$ cat config.mk
export PLATFORM = sky130hd
export DESIGN_NAME = windowed_mean_deadband_reporter_unit
export DESIGN_NICKNAME = d
export VERILOG_FILES = /design/src/design/wmdr_pkg.sv /design/src/design/wmdr_regs.sv /design/src/design/wmdr_ctrl.sv /design/src/design/wmdr_dp.sv /design/src/design/windowed_mean_deadband_reporter_unit.sv
export SDC_FILE = /design/constraint.sdc
export NUM_CORES = 1
export LEC_CHECK = 0
export BUFFER_PORTS_ARGS = -buffer_cell sky130_fd_sc_hd__buf_2
export CAP_MARGIN = 20
export CORE_MARGIN = 2
export CORE_UTILIZATION = 40
export DETAILED_ROUTE_END_ITERATION = 10
export MAX_ROUTING_LAYER = met4
export PLACE_DENSITY = 0.63
export SETUP_SLACK_MARGIN = 0.3
export SYNTH_ARGS = -nofsm -noshare
export SYNTH_HDL_FRONTEND = slang
export SYNTH_SLANG_ARGS = --single-unit
$ cat constraint.sdc
create_clock -name clk_i -period 9.8 [get_ports clk_i]
set_input_delay 0.49 -clock clk_i [delete_from_list [all_inputs] [get_ports clk_i]]
set_output_delay 0.49 -clock clk_i [all_outputs]
set_load 0.01 [all_outputs]
$ cat src/design/wmdr_pkg.sv
// Shared types and constants for the windowed mean deadband reporter.
`timescale 1ns / 1ps
package wmdr_pkg;

  localparam int unsigned DATA_W     = 32;
  localparam int unsigned SUM_W      = 48;
  localparam int unsigned CNT_W      = 16;
  localparam int unsigned HYST_W     = 31;
  localparam int unsigned ADDR_W     = 3;
  localparam int unsigned DIV_STEP_W = 6;

  localparam logic [CNT_W-1:0]      MAX_WINDOW_SAMPLES = 16'hFFFF;
  localparam logic [DIV_STEP_W-1:0] DIV_LAST           = DIV_STEP_W'(SUM_W - 1);
  localparam logic [DATA_W-1:0]     INTERVAL_RST       = 32'd1000;
  localparam logic [HYST_W-1:0]     HYST_RST           = '0;

  // Register index, taken from paddr[2]
  localparam logic REG_INTERVAL = 1'b0;
  localparam logic REG_HYST     = 1'b1;

  typedef enum logic [5:0] {
    ST_IDLE  = 6'b000001,
    ST_ACCUM = 6'b000010,
    ST_LOAD  = 6'b000100,
    ST_DIV   = 6'b001000,
    ST_FIX   = 6'b010000,
    ST_CHECK = 6'b100000
  } state_e;

  typedef struct packed {
    logic capture;
    logic accum;
    logic load;
    logic div_step;
    logic fix;
    logic commit;
  } cmd_t;

  typedef struct packed {
    logic close;
    logic div_done;
    logic report;
    logic out_free;
  } sts_t;

endpackage

$ cat src/design/wmdr_regs.sv
// Configuration register file behind the APB-style port.
`timescale 1ns / 1ps
module wmdr_regs (
  input  logic                               clk_i,
  input  logic                               rst_ni,
  input  logic                               psel,
  input  logic                               penable,
  input  logic                               pwrite,
  input  logic [wmdr_pkg::ADDR_W-1:0]        paddr,
  input  logic [wmdr_pkg::DATA_W-1:0]        pwdata,
  output logic [wmdr_pkg::DATA_W-1:0]        prdata,
  output logic                               pready,
  output logic [wmdr_pkg::DATA_W-1:0]        interval_o,
  output logic [wmdr_pkg::HYST_W-1:0]        hyst_o
);

  logic [wmdr_pkg::DATA_W-1:0] interval_q;
  logic [wmdr_pkg::HYST_W-1:0] hyst_q;
  logic                        wr_en;
  logic                        sel;

  assign pready = 1'b1;
  assign sel    = paddr[2];
  assign wr_en  = psel & penable & pwrite;

  always_ff @(posedge clk_i or negedge rst_ni) begin
    if (!rst_ni) begin
      interval_q <= wmdr_pkg::INTERVAL_RST;
      hyst_q     <= wmdr_pkg::HYST_RST;
    end else if (wr_en) begin
      case (sel)
        wmdr_pkg::REG_INTERVAL: interval_q <= pwdata;
        wmdr_pkg::REG_HYST:     hyst_q     <= pwdata[wmdr_pkg::HYST_W-1:0];
        default: ;
      endcase
    end
  end

  always_comb begin
    case (sel)
      wmdr_pkg::REG_INTERVAL: prdata = interval_q;
      wmdr_pkg::REG_HYST:     prdata = {1'b0, hyst_q};
      default:                prdata = '0;
    endcase
  end

  assign interval_o = interval_q;
  assign hyst_o     = hyst_q;

endmodule

$ cat src/design/wmdr_ctrl.sv
// Sequencer: accumulate, window close, divide, deadband check, report.
`timescale 1ns / 1ps
module wmdr_ctrl (
  input  logic                 clk_i,
  input  logic                 rst_ni,
  input  logic                 sample_valid_i,
  input  logic                 sample_finite_i,
  output logic                 sample_ready_o,
  input  wmdr_pkg::sts_t       sts_i,
  output wmdr_pkg::cmd_t       cmd_o
);

  wmdr_pkg::state_e state_q, state_d;

  always_ff @(posedge clk_i or negedge rst_ni) begin
    if (!rst_ni) begin
      state_q <= wmdr_pkg::ST_IDLE;
    end else begin
      state_q <= state_d;
    end
  end

  assign sample_ready_o = (state_q == wmdr_pkg::ST_IDLE);

  always_comb begin
    state_d = state_q;
    cmd_o   = '0;
    case (state_q)
      wmdr_pkg::ST_IDLE: begin
        // drop non-finite words on the spot
        if (sample_valid_i && sample_finite_i) begin
          cmd_o.capture = 1'b1;
          state_d       = wmdr_pkg::ST_ACCUM;
        end
      end
      wmdr_pkg::ST_ACCUM: begin
        cmd_o.accum = 1'b1;
        state_d     = sts_i.close ? wmdr_pkg::ST_LOAD : wmdr_pkg::ST_IDLE;
      end
      wmdr_pkg::ST_LOAD: begin
        cmd_o.load = 1'b1;
        state_d    = wmdr_pkg::ST_DIV;
      end
      wmdr_pkg::ST_DIV: begin
        cmd_o.div_step = 1'b1;
        if (sts_i.div_done) begin
          state_d = wmdr_pkg::ST_FIX;
        end
      end
      wmdr_pkg::ST_FIX: begin
        cmd_o.fix = 1'b1;
        state_d   = wmdr_pkg::ST_CHECK;
      end
      wmdr_pkg::ST_CHECK: begin
        // hold while a report is due and the output word is still unread
        if (!(sts_i.report && !sts_i.out_free)) begin
          cmd_o.commit = 1'b1;
          state_d      = wmdr_pkg::ST_IDLE;
        end
      end
      default: begin
        state_d = wmdr_pkg::ST_IDLE;
      end
    endcase
  end

endmodule

$ cat src/design/wmdr_dp.sv
// Datapath: window sum and count, restoring divider, deadband compare, output word.
`timescale 1ns / 1ps
module wmdr_dp (
  input  logic                               clk_i,
  input  logic                               rst_ni,
  input  logic signed [wmdr_pkg::DATA_W-1:0] sample_value_i,
  input  logic        [wmdr_pkg::DATA_W-1:0] time_ms_i,
  input  logic        [wmdr_pkg::DATA_W-1:0] interval_i,
  input  logic        [wmdr_pkg::HYST_W-1:0] hyst_i,
  input  wmdr_pkg::cmd_t                     cmd_i,
  output wmdr_pkg::sts_t                     sts_o,
  output logic signed [wmdr_pkg::DATA_W-1:0] report_value_o,
  output logic                               report_valid_o,
  input  logic                               report_ready_i
);

  localparam int unsigned DW = wmdr_pkg::DATA_W;
  localparam int unsigned SW = wmdr_pkg::SUM_W;
  localparam int unsigned CW = wmdr_pkg::CNT_W;

  logic signed [DW-1:0] smp_q;
  logic        [DW-1:0] time_q;
  logic signed [SW-1:0] sum_q;
  logic        [CW-1:0] cnt_q;
  logic        [DW-1:0] start_q;
  logic signed [DW-1:0] last_q;
  logic        [SW-1:0] dvd_q;
  logic        [CW-1:0] rem_q;
  logic        [CW-1:0] dvs_q;
  logic                 neg_q;
  logic [wmdr_pkg::DIV_STEP_W-1:0] step_q;
  logic signed [DW-1:0] mean_q;
  logic signed [DW-1:0] out_q;
  logic                 out_valid_q;

  logic        [DW-1:0] elapsed;
  logic        [CW:0]   trial_rem;
  logic        [CW:0]   trial_sub;
  logic                 trial_ge;
  logic signed [DW:0]   diff;
  logic signed [DW:0]   hyst_pos;
  logic signed [DW:0]   hyst_neg;
  logic                 load_out;

  assign elapsed = time_q - start_q;

  // one quotient bit per cycle
  assign trial_rem = {rem_q, dvd_q[SW-1]};
  assign trial_sub = trial_rem - {1'b0, dvs_q};
  assign trial_ge  = ~trial_sub[CW];

  assign diff     = {mean_q[DW-1], mean_q} - {last_q[DW-1], last_q};
  assign hyst_pos = {2'b00, hyst_i};
  assign hyst_neg = -hyst_pos;

  assign sts_o.close    = (elapsed > interval_i);
  assign sts_o.div_done = (step_q == wmdr_pkg::DIV_LAST);
  assign sts_o.report   = (hyst_i == '0) || (diff >= hyst_pos) || (diff <= hyst_neg);
  assign sts_o.out_free = ~out_valid_q | report_ready_i;

  assign load_out = cmd_i.commit & sts_o.report;

  // window state
  always_ff @(posedge clk_i or negedge rst_ni) begin
    if (!rst_ni) begin
      sum_q   <= '0;
      cnt_q   <= '0;
      start_q <= '0;
      last_q  <= '0;
    end else begin
      if (cmd_i.accum && (cnt_q != wmdr_pkg::MAX_WINDOW_SAMPLES)) begin
        sum_q <= sum_q + SW'(smp_q);
        cnt_q <= cnt_q + CW'(1);
      end
      if (cmd_i.load) begin
        sum_q   <= '0;
        cnt_q   <= '0;
        start_q <= time_q;
      end
      if (load_out) begin
        last_q <= mean_q;
      end
    end
  end

  // captured word and divider, no reset needed
  always_ff @(posedge clk_i) begin
    if (cmd_i.capture) begin
      smp_q  <= sample_value_i;
      time_q <= time_ms_i;
    end
    if (cmd_i.load) begin
      neg_q  <= sum_q[SW-1];
      dvd_q  <= sum_q[SW-1] ? SW'(-sum_q) : SW'(sum_q);
      dvs_q  <= cnt_q;
      rem_q  <= '0;
      step_q <= '0;
    end
    if (cmd_i.div_step) begin
      rem_q  <= trial_ge ? trial_sub[CW-1:0] : trial_rem[CW-1:0];
      dvd_q  <= {dvd_q[SW-2:0], trial_ge};
      step_q <= step_q + 1'b1;
    end
    if (cmd_i.fix) begin
      // quotient magnitude is at most 2^31, so the low word carries the mean
      mean_q <= neg_q ? DW'(-dvd_q[DW-1:0]) : DW'(dvd_q[DW-1:0]);
    end
    if (load_out) begin
      out_q <= mean_q;
    end
  end

  always_ff @(posedge clk_i or negedge rst_ni) begin
    if (!rst_ni) begin
      out_valid_q <= 1'b0;
    end else if (load_out) begin
      out_valid_q <= 1'b1;
    end else if (report_ready_i) begin
      out_valid_q <= 1'b0;
    end
  end

  assign report_value_o = out_q;
  assign report_valid_o = out_valid_q;

  a_close_clears: assert property (@(posedge clk_i) disable iff (!rst_ni)
    cmd_i.load |=> (cnt_q == '0) && (sum_q == '0))
    else $error("window not cleared after close");

  a_no_overwrite: assert property (@(posedge clk_i) disable iff (!rst_ni)
    load_out |-> (!out_valid_q || report_ready_i))
    else $error("pending output word overwritten");

  a_div_bound: assert property (@(posedge clk_i) disable iff (!rst_ni)
    cmd_i.div_step |-> (step_q <= wmdr_pkg::DIV_LAST))
    else $error("divider ran past its last step");

  a_div_nonzero: assert property (@(posedge clk_i) disable iff (!rst_ni)
    cmd_i.load |-> (cnt_q != '0))
    else $error("window closed with no samples");

endmodule

$ cat src/design/windowed_mean_deadband_reporter_unit.sv
// Top level of the windowed mean deadband reporter.
//
//  channel  | handshake                   | payload
//  ---------+-----------------------------+------------------------------------------
//  sample   | sample_valid_i/ready_o      | sample_value_i, sample_finite_i, time_ms_i
//  report   | report_valid_o/ready_i      | report_value_o
//  config   | psel, penable, pwrite       | paddr, pwdata, prdata, pready
//
// IDLE drops a non-finite word; a finite word that keeps the window open goes via ACCUM.
// A window close runs capture and accumulate with the close compare, a divider load, the
// one-bit-per-cycle restoring divider, a sign fix and the deadband check.
// rst_ni clears the window state at once; there is no clearing pass.
// A report due while the output register is still unread holds the check step.
`timescale 1ns / 1ps
module windowed_mean_deadband_reporter_unit (
  input  logic                               clk_i,
  input  logic                               rst_ni,
  input  logic                               sample_valid_i,
  output logic                               sample_ready_o,
  input  logic signed [wmdr_pkg::DATA_W-1:0] sample_value_i,
  input  logic                               sample_finite_i,
  input  logic        [wmdr_pkg::DATA_W-1:0] time_ms_i,
  output logic                               report_valid_o,
  input  logic                               report_ready_i,
  output logic signed [wmdr_pkg::DATA_W-1:0] report_value_o,
  input  logic                               psel,
  input  logic                               penable,
  input  logic                               pwrite,
  input  logic        [wmdr_pkg::ADDR_W-1:0] paddr,
  input  logic        [wmdr_pkg::DATA_W-1:0] pwdata,
  output logic        [wmdr_pkg::DATA_W-1:0] prdata,
  output logic                               pready
);

  logic [wmdr_pkg::DATA_W-1:0] interval;
  logic [wmdr_pkg::HYST_W-1:0] hyst;
  wmdr_pkg::cmd_t              cmd;
  wmdr_pkg::sts_t              sts;

  wmdr_regs u_regs (
    .clk_i      (clk_i),
    .rst_ni     (rst_ni),
    .psel       (psel),
    .penable    (penable),
    .pwrite     (pwrite),
    .paddr      (paddr),
    .pwdata     (pwdata),
    .prdata     (prdata),
    .pready     (pready),
    .interval_o (interval),
    .hyst_o     (hyst)
  );

  wmdr_ctrl u_ctrl (
    .clk_i           (clk_i),
    .rst_ni          (rst_ni),
    .sample_valid_i  (sample_valid_i),
    .sample_finite_i (sample_finite_i),
    .sample_ready_o  (sample_ready_o),
    .sts_i           (sts),
    .cmd_o           (cmd)
  );

  wmdr_dp u_dp (
    .clk_i          (clk_i),
    .rst_ni         (rst_ni),
    .sample_value_i (sample_value_i),
    .time_ms_i      (time_ms_i),
    .interval_i     (interval),
    .hyst_i         (hyst),
    .cmd_i          (cmd),
    .sts_o          (sts),
    .report_value_o (report_value_o),
    .report_valid_o (report_valid_o),
    .report_ready_i (report_ready_i)
  );

endmodule

==> summary.txt, run 1 <==
Synthesis
  – Async S/R FF share, synth: between 40 and 50%
  – Sequential cell area fraction in the yosys report: about 44%
  – Syn Area/Cell: a little over 10 um^2
  – Yosys reg bits: a little over 400
  – Number of synthesized flops with an enable pin: between 200 and 250
  – Netlist Area Pre-Place: about 0.026 mm^2
  – Synth warnings: 0
  – Post-synth cell types: 85
  – Mapped Cells: around 2600
  – Top_reg_cell synth: edfxtp_1
  – Synthesized Nets: ~2900

Route
  – Antenna Violating Nets Remaining: 0
  – DRT iter0 DRCs: ~1200
  – Vias per std cell: approximately 5.4
  – Vias: about 20000
  – WL/cell: 17.6 um
  – DRT Wirelength: ~64000 um
  – Residual DRC: 0
  – DRT Pass-1 Iters: 5

STA
  – Fmax: roughly 160 MHz
  – Final setup margin: about 3.7 ns
  – Period utilization: about 62%
  – Setup_tns: 0 ns
  – Worst Tran Pin Value: a little over 1 ns
  – Fin crit period: approximately 6.1 ns
  – Worst hold margin: approximately 0.065 ns
  – Final Hold Viols: 0
  – Final setup fails: 0
  – Setup repair after global routing missed its margin: no
  – Worst slew margin: between 30% and 40%
  – Slew Limit Fails: 0
  – Worst Skew: 0.0248 ns

Final layout
  – Ratio of cells with drive above 1 in the final layout: about an eighth
  – Antenna cells: 0
  – Synthesis-to-finish area growth: 13.1%
  – Layout Nets: between 3000 and 4000
  – # fillers: ~6000

Global routing
  – First-pass GRT wire length: just over 100000 um
  – Largest net degree at the start of global routing: 99
  – GR Overflow Total: 0
  – Initial antenna violation count: 2
  – Number of global-route vias before repair: slightly below 20000
  – GRT Total Usage: between 10% and 20%

Die
  – Die height: ~260 um
  – IO Pins: ~170
  – Starting Density: 40.4%
  – Rows: 93
  – Core area: approximately 0.064 mm^2
  – Die width: 259 um
  – Die footprint: 0.0669 mm^2

Clocking
  – CTS max path bufs: 3
  – CTS H-tree depth: 2
  – CTS Buf Count: just under 50
  – CTS tree: built
  – Worst-path clk slew: 0.06 ns
  – # clock sinks: just over 400
  – Clk_lat worst skew: ~0.60 ns
  – Root Driver: clkbuf_16

Hold path
  – Hold path depth: 1
  – Hold Path Class: in -> reg

Run status
  – Status: completed

Setup path
  – CP Max Fanout: between 60 and 70
  – Critical Path End: u_dp.last_q[31]$_DFFE_PN0P_
  – Crit path DAT: ~6.5 ns
  – CP Class: reg -> reg
  – R2R Path Start: u_dp.mean_q[0]$_DFFE_PP_
  – WP data required: 10.26 ns
  – Setup crit start: u_dp.mean_q[0]$_DFFE_PP_
  – Worst r2r dst: u_dp.last_q[31]$_DFFE_PN0P_
  – Startpoint types: flip-flop
  – Crit end category: flip-flop
  – Reg2Reg Depth: 23
  – R2r setup slk: around 3.7 ns

Pwr
  – Power Density: approximately 230 mW/mm^2
  – Leak pwr: approximately 12 nW
  – VDD IR max: between 0.0001 and 0.00015 V

Placed design
  – GPL Wtd Cong: just under 0.9
  – Setup WS pre-CTS: around 3.7 ns
  – DP HPWL: 48100 um
  – Port buffer count: between 150 and 200

Flow run
  – Max_cap viols: 0
-- registers in the layout (all words and copies together), names as in the netlist, 31 cells and up --
register / count
u_dp.last_q: 32
u_dp.sum_q: 48
u_dp.start_q: 32
u_dp.smp_q: 32
u_dp.report_value_o: 32
u_dp.time_q: 32
u_regs.hyst_o: 31
u_dp.dvd_q: 48
u_regs.interval_o: 32
u_dp.mean_q: 32
-- worst min path at each step --
stage                                            from                       endpoint  slack, ns
after floorplan                                rst_ni  u_ctrl.state_q[1]$_DFFE_PN0P_       0.19
after global placement    u_dp.last_q[29]$_DFFE_PN0P_    u_dp.last_q[29]$_DFFE_PN0P_       0.47
after detailed placement   u_dp.last_q[2]$_DFFE_PN0P_     u_dp.last_q[2]$_DFFE_PN0P_       0.48
after CTS                          sample_value_i[13]       u_dp.smp_q[13]$_DFFE_PP_       0.02
after global routing                sample_value_i[2]        u_dp.smp_q[2]$_DFFE_PP_       0.04
final                              sample_value_i[19]       u_dp.smp_q[19]$_DFFE_PP_       0.07
-- cell usage after synthesis (22+ instances only) --
| master | count | area, um^2 |
|---|---|---|
| ha_1 | 226 | 2830 |
| edfxtp_1 | 215 | 6460 |
| o21ai_0 | 198 | 991 |
| dfrtp_1 | 191 | 4780 |
| inv_1 | 187 | 702 |
| nor2_1 | 173 | 649 |
| nand2_1 | 161 | 604 |
| a21oi_1 | 157 | 786 |
| xnor2_1 | 143 | 1250 |
| a21o_1 | 97 | 728 |
| nand3_1 | 87 | 435 |
| xor2_1 | 83 | 727 |
| mux2_2 | 72 | 811 |
| clkbuf_1 | 67 | 251 |
| nand4_1 | 44 | 275 |
| nor3_1 | 39 | 195 |
| o31ai_1 | 34 | 255 |
| mux2_1 | 29 | 327 |
| nand2b_1 | 28 | 175 |
| nor2b_1 | 27 | 169 |
| a211oi_1 | 22 | 165 |
-- worst max-delay path: stages, from the launching register on --
cell and delay, ns:
edfxtp_1 0.41, inv_1 0.08, ha_1 0.16, inv_1 0.05
fa_1 0.42, a211oi_1 0.32, o21ai_0 0.15, nand3b_1 0.13
a21oi_1 0.12, a311o_1 0.47, o21ai_0 0.41, o21ai_0 0.19
xnor2_1 0.38, ha_1 0.32, a21o_1 0.16, a21o_1 0.18
a21oi_1 0.14, nor2b_1 0.06, o21ai_0 0.17, nand3_1 0.13
o21a_1 0.25, a21oi_4 0.12, buf_4 0.64, mux2_2 0.41
-- cell type report --
cell class,instances,area (um^2),area share (%)
Inverter,189,709,2.42
Timing Repair Buffer,185,975,3.33
Multi-Input combinational cell,1885,13500,46.1
Tap cell,855,1070,3.65
Clock inverter,31,309,1.05
Clock buffer,59,1300,4.45
Sequential cell,413,11400,39.0
-- power by group --
group	leakage, nW	internal (mW)	switching [mW]	total (mW)
registers	4.56	2.12	0.275	2.40
logic	7.15	1.08	1.38	2.46
clock network	0.779	1.08	0.745	1.83
total	12.5	4.29	2.40	6.69
-- cell usage in the layout, fill, tap and decap left out, types with 10 or more instances in the layout --
cell type,netlist,final
a211oi_1,22,22
a21o_1,97,97
a21oi_1,157,156
a31oi_1,15,15
and3_1,16,15
buf_2,3,169
buf_4,2,14
clkbuf_16,0,49
dfrtp_1,191,191
edfxtp_1,215,215
ha_1,226,226
inv_1,187,187
mux2_1,29,29
mux2_2,72,72
mux2i_1,16,16
nand2_1,161,160
nand2b_1,28,28
nand3_1,87,87
nand4_1,44,44
nor2_1,173,173
nor2b_1,27,27
nor3_1,39,39
nor4_1,20,20
o211ai_1,15,15
o21a_1,17,17
o21ai_0,198,198
o21ai_1,10,10
o21bai_1,10,10
o31ai_1,34,34
or3_1,14,14
xnor2_1,143,143
xor2_1,83,83
-- stage by stage --
step | utilization, % | std cells | cell area [um^2] | power [mW]
3_3_place_gp | 43.1 | 3526 | 27700 | 4.81
3_5_place_dp | 43.1 | 3526 | 27700 | 4.88
6_report | 45.6 | 3617 | 29300 | 6.69
5_1_grt | 45.6 | 3617 | 29300 | 7.18
4_1_cts | 45.6 | 3617 | 29300 | 6.74
2_1_floorplan | - | 2567 | 25900 | 4.23
-- layer usage --
metal  wire (um)  track usage (%)  share of wire, %
met5           0                -                 0
met4        1920             6.05               3.0
met3        2330             2.66               3.7
met2       30100             32.4                47
met1       29100             25.2                46
-- kinds of logic after synthesis --
family | count (synthesis) | synth area share [%]
adders and majority gates | 230 | 11.2
DFF | 413 | 44.0
other | 1 | 0.0145
and+or+nand+nor | 667 | 12.7
AOI/OAI and AO/OA | 643 | 15.4
muxes | 117 | 5.00
xor gates and xnor gates | 227 | 7.70
buffers and inverters | 269 | 3.94
-- timing repair --
item,4_1_cts,5_1_grt
gates resized for setup,0,0
hold buffers,1,0
endpoints found under the hold margin,44,0
buffers inserted,0,0
Power figures use the tool's default switching activity.
==> inputs of run 2 (changes only) <==
--- a/config.mk
+++ b/config.mk
@@ -5,13 +5,14 @@
 export SDC_FILE = /design/constraint.sdc
 export NUM_CORES = 1
 export LEC_CHECK = 0
+export ABC_AREA = 1
 export BUFFER_PORTS_ARGS = -buffer_cell sky130_fd_sc_hd__buf_2
 export CAP_MARGIN = 20
 export CORE_MARGIN = 2
 export CORE_UTILIZATION = 40
 export DETAILED_ROUTE_END_ITERATION = 10
 export MAX_ROUTING_LAYER = met4
-export PLACE_DENSITY = 0.63
+export PLACE_DENSITY = 0.65
 export SETUP_SLACK_MARGIN = 0.3
 export SYNTH_ARGS = -nofsm -noshare
 export SYNTH_HDL_FRONTEND = slang
==> constraint.sdc (replaced) <==
create_clock -name clk_i -period 5.05 [get_ports clk_i]
set_input_delay 0.2525 -clock clk_i [delete_from_list [all_inputs] [get_ports clk_i]]
set_output_delay 0.2525 -clock clk_i [all_outputs]
set_load 0.01 [all_outputs]
==> run 2 against run 1 <==
- first-iteration DRC count up 43%
- critical path type unchanged
- count of clock-buffer cells in the layout down 1
- combinational power rose to 4.2 times the previous value
- sequential power up 130%
- utilization up 1.9 points
- non-clock buffer count up 128
- flip-flop and latch count unchanged
- critical endpoint is now u_dp.time_q[27]$_DFFE_PP_
- final area up 11%
- synthesized cell count up 33%
- die area up 5.9%
- area after synthesis up 6.0%
==> summary.txt, run 2 <==
Final layout
  – Final Util: 47.5% (+1.9 points)
  – Layout Nets: 4054 (+32%)
  – Most frequent cells in the layout: nand2_1 (755), inv_1 (450), o21ai_0 (338)
  – Antenna cells: 0 (unchanged)
  – Ratio of cells with drive above 1 in the final layout: 10.9% (-2.4 points)
  – Top flop regs: u_dp.dvd_q x48, u_dp.sum_q x48
  – Commonest non-fill, non-tap cell in the layout: nand2_1
  – Synthesis-to-finish area growth: 18.2%

STA
  – Worst slew margin: 28.6% (-2.6 points)
  – Final Hold Viols: 0 (unchanged)
  – Worst Skew: 0.0335 ns (+0.00874 ns)
  – Fin crit period: 4.51 ns (-1.57 ns)
  – Slew Limit Fails: 0 (unchanged)
  – Worst Tran Pin Value: 1.07 ns (+0.0394 ns)
  – Setup repair after global routing missed its margin: no
  – Fmax: 222 MHz (+35%)
  – Period utilization: 89.2% (+27 points)
  – Setup_tns: 0 ns (unchanged)
  – Final setup fails: 0 (unchanged)

Hold path
  – Hold Crit Start: sample_finite_i
  – Hold Path Class: in -> reg
  – Hold path depth: 4 (+3)
  – Worst hold endpoint: u_ctrl.state_q[0]$_DFFE_PN1P_

Route
  – DRT iter0 DRCs: 1743 (+43%)
  – Vias per std cell: 5.15 (-4.3%)
  – Antenna Violating Nets Remaining: 0 (unchanged)
  – DRT Pass-1 Iters: 6 (+1)
  – Residual DRC: 0 (unchanged)
  – WL/cell: 16.9 um (-3.8%)
  – DRT Wirelength: 78400 um (+23%)
  – Vias: 23900 (+23%)

Synthesis
  – Post-synth top area cell: edfxtp_1
  – Most frequent cell after synthesis: nand2_1
  – Number of synthesized flops with an enable pin: 215 (unchanged)
  – Top_reg_cell synth: edfxtp_1
  – Synthesized Nets: 3758 (+29%)
  – Yosys reg bits: 413 (unchanged)
  – Mapped Cells: 3421 (+33%)
  – Netlist Area Pre-Place: 0.0275 mm^2 (+6.0%)
  – Share of Yosys cell area claimed by the top area cell type: 23.5% (-1.4 points)
  – Async S/R FF share, synth: 47.9% (unchanged)
  – Sequential cell area fraction in the yosys report: 41.6% (-2.5 points)
  – Area contributors post-synth: edfxtp_1 (23%), dfrtp_1 (17%), nand2_1 (10%)
  – Synth cell count leaders: nand2_1 (764), inv_1 (453), o21ai_0 (341), nor2_1 (300), a21oi_1 (241)
  – Post-synth cell types: 60 (-29%)
  – Syn Area/Cell: 8.03 um^2 (-20%)
  – Synth warnings: 0 (unchanged)

Die
  – Die height: 266 um (+2.9%)
  – Starting Density: 40.2% (-0.15 points)
  – Core area: 0.0683 mm^2 (+6.4%)
  – Die footprint: 0.0708 mm^2 (+5.9%)
  – Rows: 96 (+3.2%)
  – IO Pins: 174 (unchanged)
  – Die width: 266 um (+2.9%)

Clocking
  – Clk_lat worst skew: 0.61 ns (about the same)
  – Root Driver: clkbuf_16
  – Worst-path clk slew: 0.06 ns (about the same)
  – CTS H-tree depth: 2 (unchanged)
  – CTS tree: built
  – CTS max path bufs: 3 (unchanged)
  – # clock sinks: 413 (unchanged)
  – CTS Buf Count: 48 (-2.0%)

Global routing
  – First-pass GRT wire length: 122000 um (+18%)
  – GRT Total Usage: 22.4% (+2.7 points)
  – Largest net degree at the start of global routing: 126 (+27%)
  – Initial antenna violation count: 0 (-2)
  – Number of global-route vias before repair: 22500 (+16%)
  – GR Overflow Total: 0 (unchanged)

Setup path
  – Reg2Reg Depth: 28 (+22%)
  – Slowest CP cell: edfxtp_1
  – WP data required: 5.35 ns (-4.91 ns)
  – Startpoint types: flip-flop
  – R2r setup slk: 0.54 ns (-3.18 ns)
  – Crit end category: flip-flop
  – Crit path DAT: 4.80 ns (-1.73 ns)
  – Largest stage delay, worst path: 0.49 ns (-0.15 ns)
  – Critical path's most frequent cell: nand2_1
  – R2R Path Start: u_dp.mean_q[21]$_DFFE_PP_
  – CP Class: reg -> reg
  – CP Max Fanout: 8 (-88%)
  – Worst r2r dst: u_dp.time_q[27]$_DFFE_PP_

Run status
  – Status: completed

Placed design
  – DP HPWL: 59300 um (+23%)
  – Port buffer count: 170 (unchanged)
  – GPL Wtd Cong: 0.980 (+11%)

Flow run
  – Max_cap viols: 0 (unchanged)

Pwr
  – Power Density: 600 mW/mm^2 (+160%)
  – Leak pwr: 14.6 nW (+17%)
  – VDD IR max: 0.000362 V (+150%)
[run 2: layout make-up]
class                      instances  area, um^2
inverter                         456        1720
clock buffer                      58        1270
sequential                       413       11400
timing repair buffer             313        2310
tap                              882        1100
multi-input combinational       2485       14300
fill                            6639       35900
clock inverter                    31         338
[run 2: report_power, final]
part	total, mW	switching [mW]	internal (mW)
Combinational	10.4	6.73	3.70
Sequential	5.49	0.834	4.65
Clock	3.59	1.48	2.11
[run 2: how the worst max path moves through the flow]
stage,startpoint,endpoint,cells after the start
floorplan,u_dp.mean_q[0]$_DFFE_PP_,u_dp.smp_q[0]$_DFFE_PP_,26
global route,u_dp.mean_q[6]$_DFFE_PP_,u_dp.time_q[27]$_DFFE_PP_,27
finish,u_dp.mean_q[21]$_DFFE_PP_,u_dp.time_q[27]$_DFFE_PP_,28
detailed placement,u_dp.mean_q[0]$_DFFE_PP_,u_dp.smp_q[0]$_DFFE_PP_,27
CTS,u_dp.mean_q[0]$_DFFE_PP_,u_dp.smp_q[6]$_DFFE_PP_,27
global placement,u_dp.mean_q[0]$_DFFE_PP_,u_dp.smp_q[0]$_DFFE_PP_,27
[run 2: worst max-delay path: cells and delay by family (launching register included)]
family / cells / cell delay [ns]
and+or+nand+nor: 20 / 1.99
adders and majority gates: 2 / 0.72
DFF: 1 / 0.49
AOI/OAI and AO/OA: 3 / 0.45
buffers and inverters: 2 / 0.34
xor gates and xnor gates: 1 / 0.17
[run 2: logic make-up (layout without fill, tap and decap cells)]
| family | after synthesis | count (layout) | share of synthesized area (%) |
|---|---|---|---|
| adders and majority gates | 230 | 230 | 10.6 |
| AOI/OAI and AO/OA | 729 | 729 | 14.4 |
| other | 1 | 1 | 0.0136 |
| and+or+nand+nor | 1375 | 1375 | 21.3 |
| DFF | 413 | 413 | 41.6 |
| xor gates and xnor gates | 150 | 150 | 4.78 |
| buffers and inverters | 523 | 858 | 7.33 |
[run 2: repair_timing]
item                       in CTS  in global routing
hold buffers                   97                  0
setup endpoints to repair       0                129
resized for setup               0                 56
setup buffers                   0                 20
hold endpoints to repair      195                  0
[run 2: stage by stage]
step	cell area (um^2)	hold WS [ns]	setup WS, ns	std cells	power [mW]
after floorplan	27500	-0.0431	0.312	3421	12.5
after global placement	29400	0.333	0.421	4426	15.3
after detailed placement	29400	0.337	0.376	4426	15.4
after CTS	31900	0.0436	0.328	4612	19.1
after global routing	32500	0.0991	0.246	4638	21.2
final	32500	0.0840	0.545	4638	19.5
[run 2: metal layers]
metal | vias up | track usage, % | part of all wire (%)
li1 | 12100 | - | -
met1 | 11100 | 31.0 | 47
met2 | 548 | 35.3 | 46
met3 | 91 | 2.43 | 4.5
met4 | 0 | 5.47 | 2.6
met5 | - | - | 0
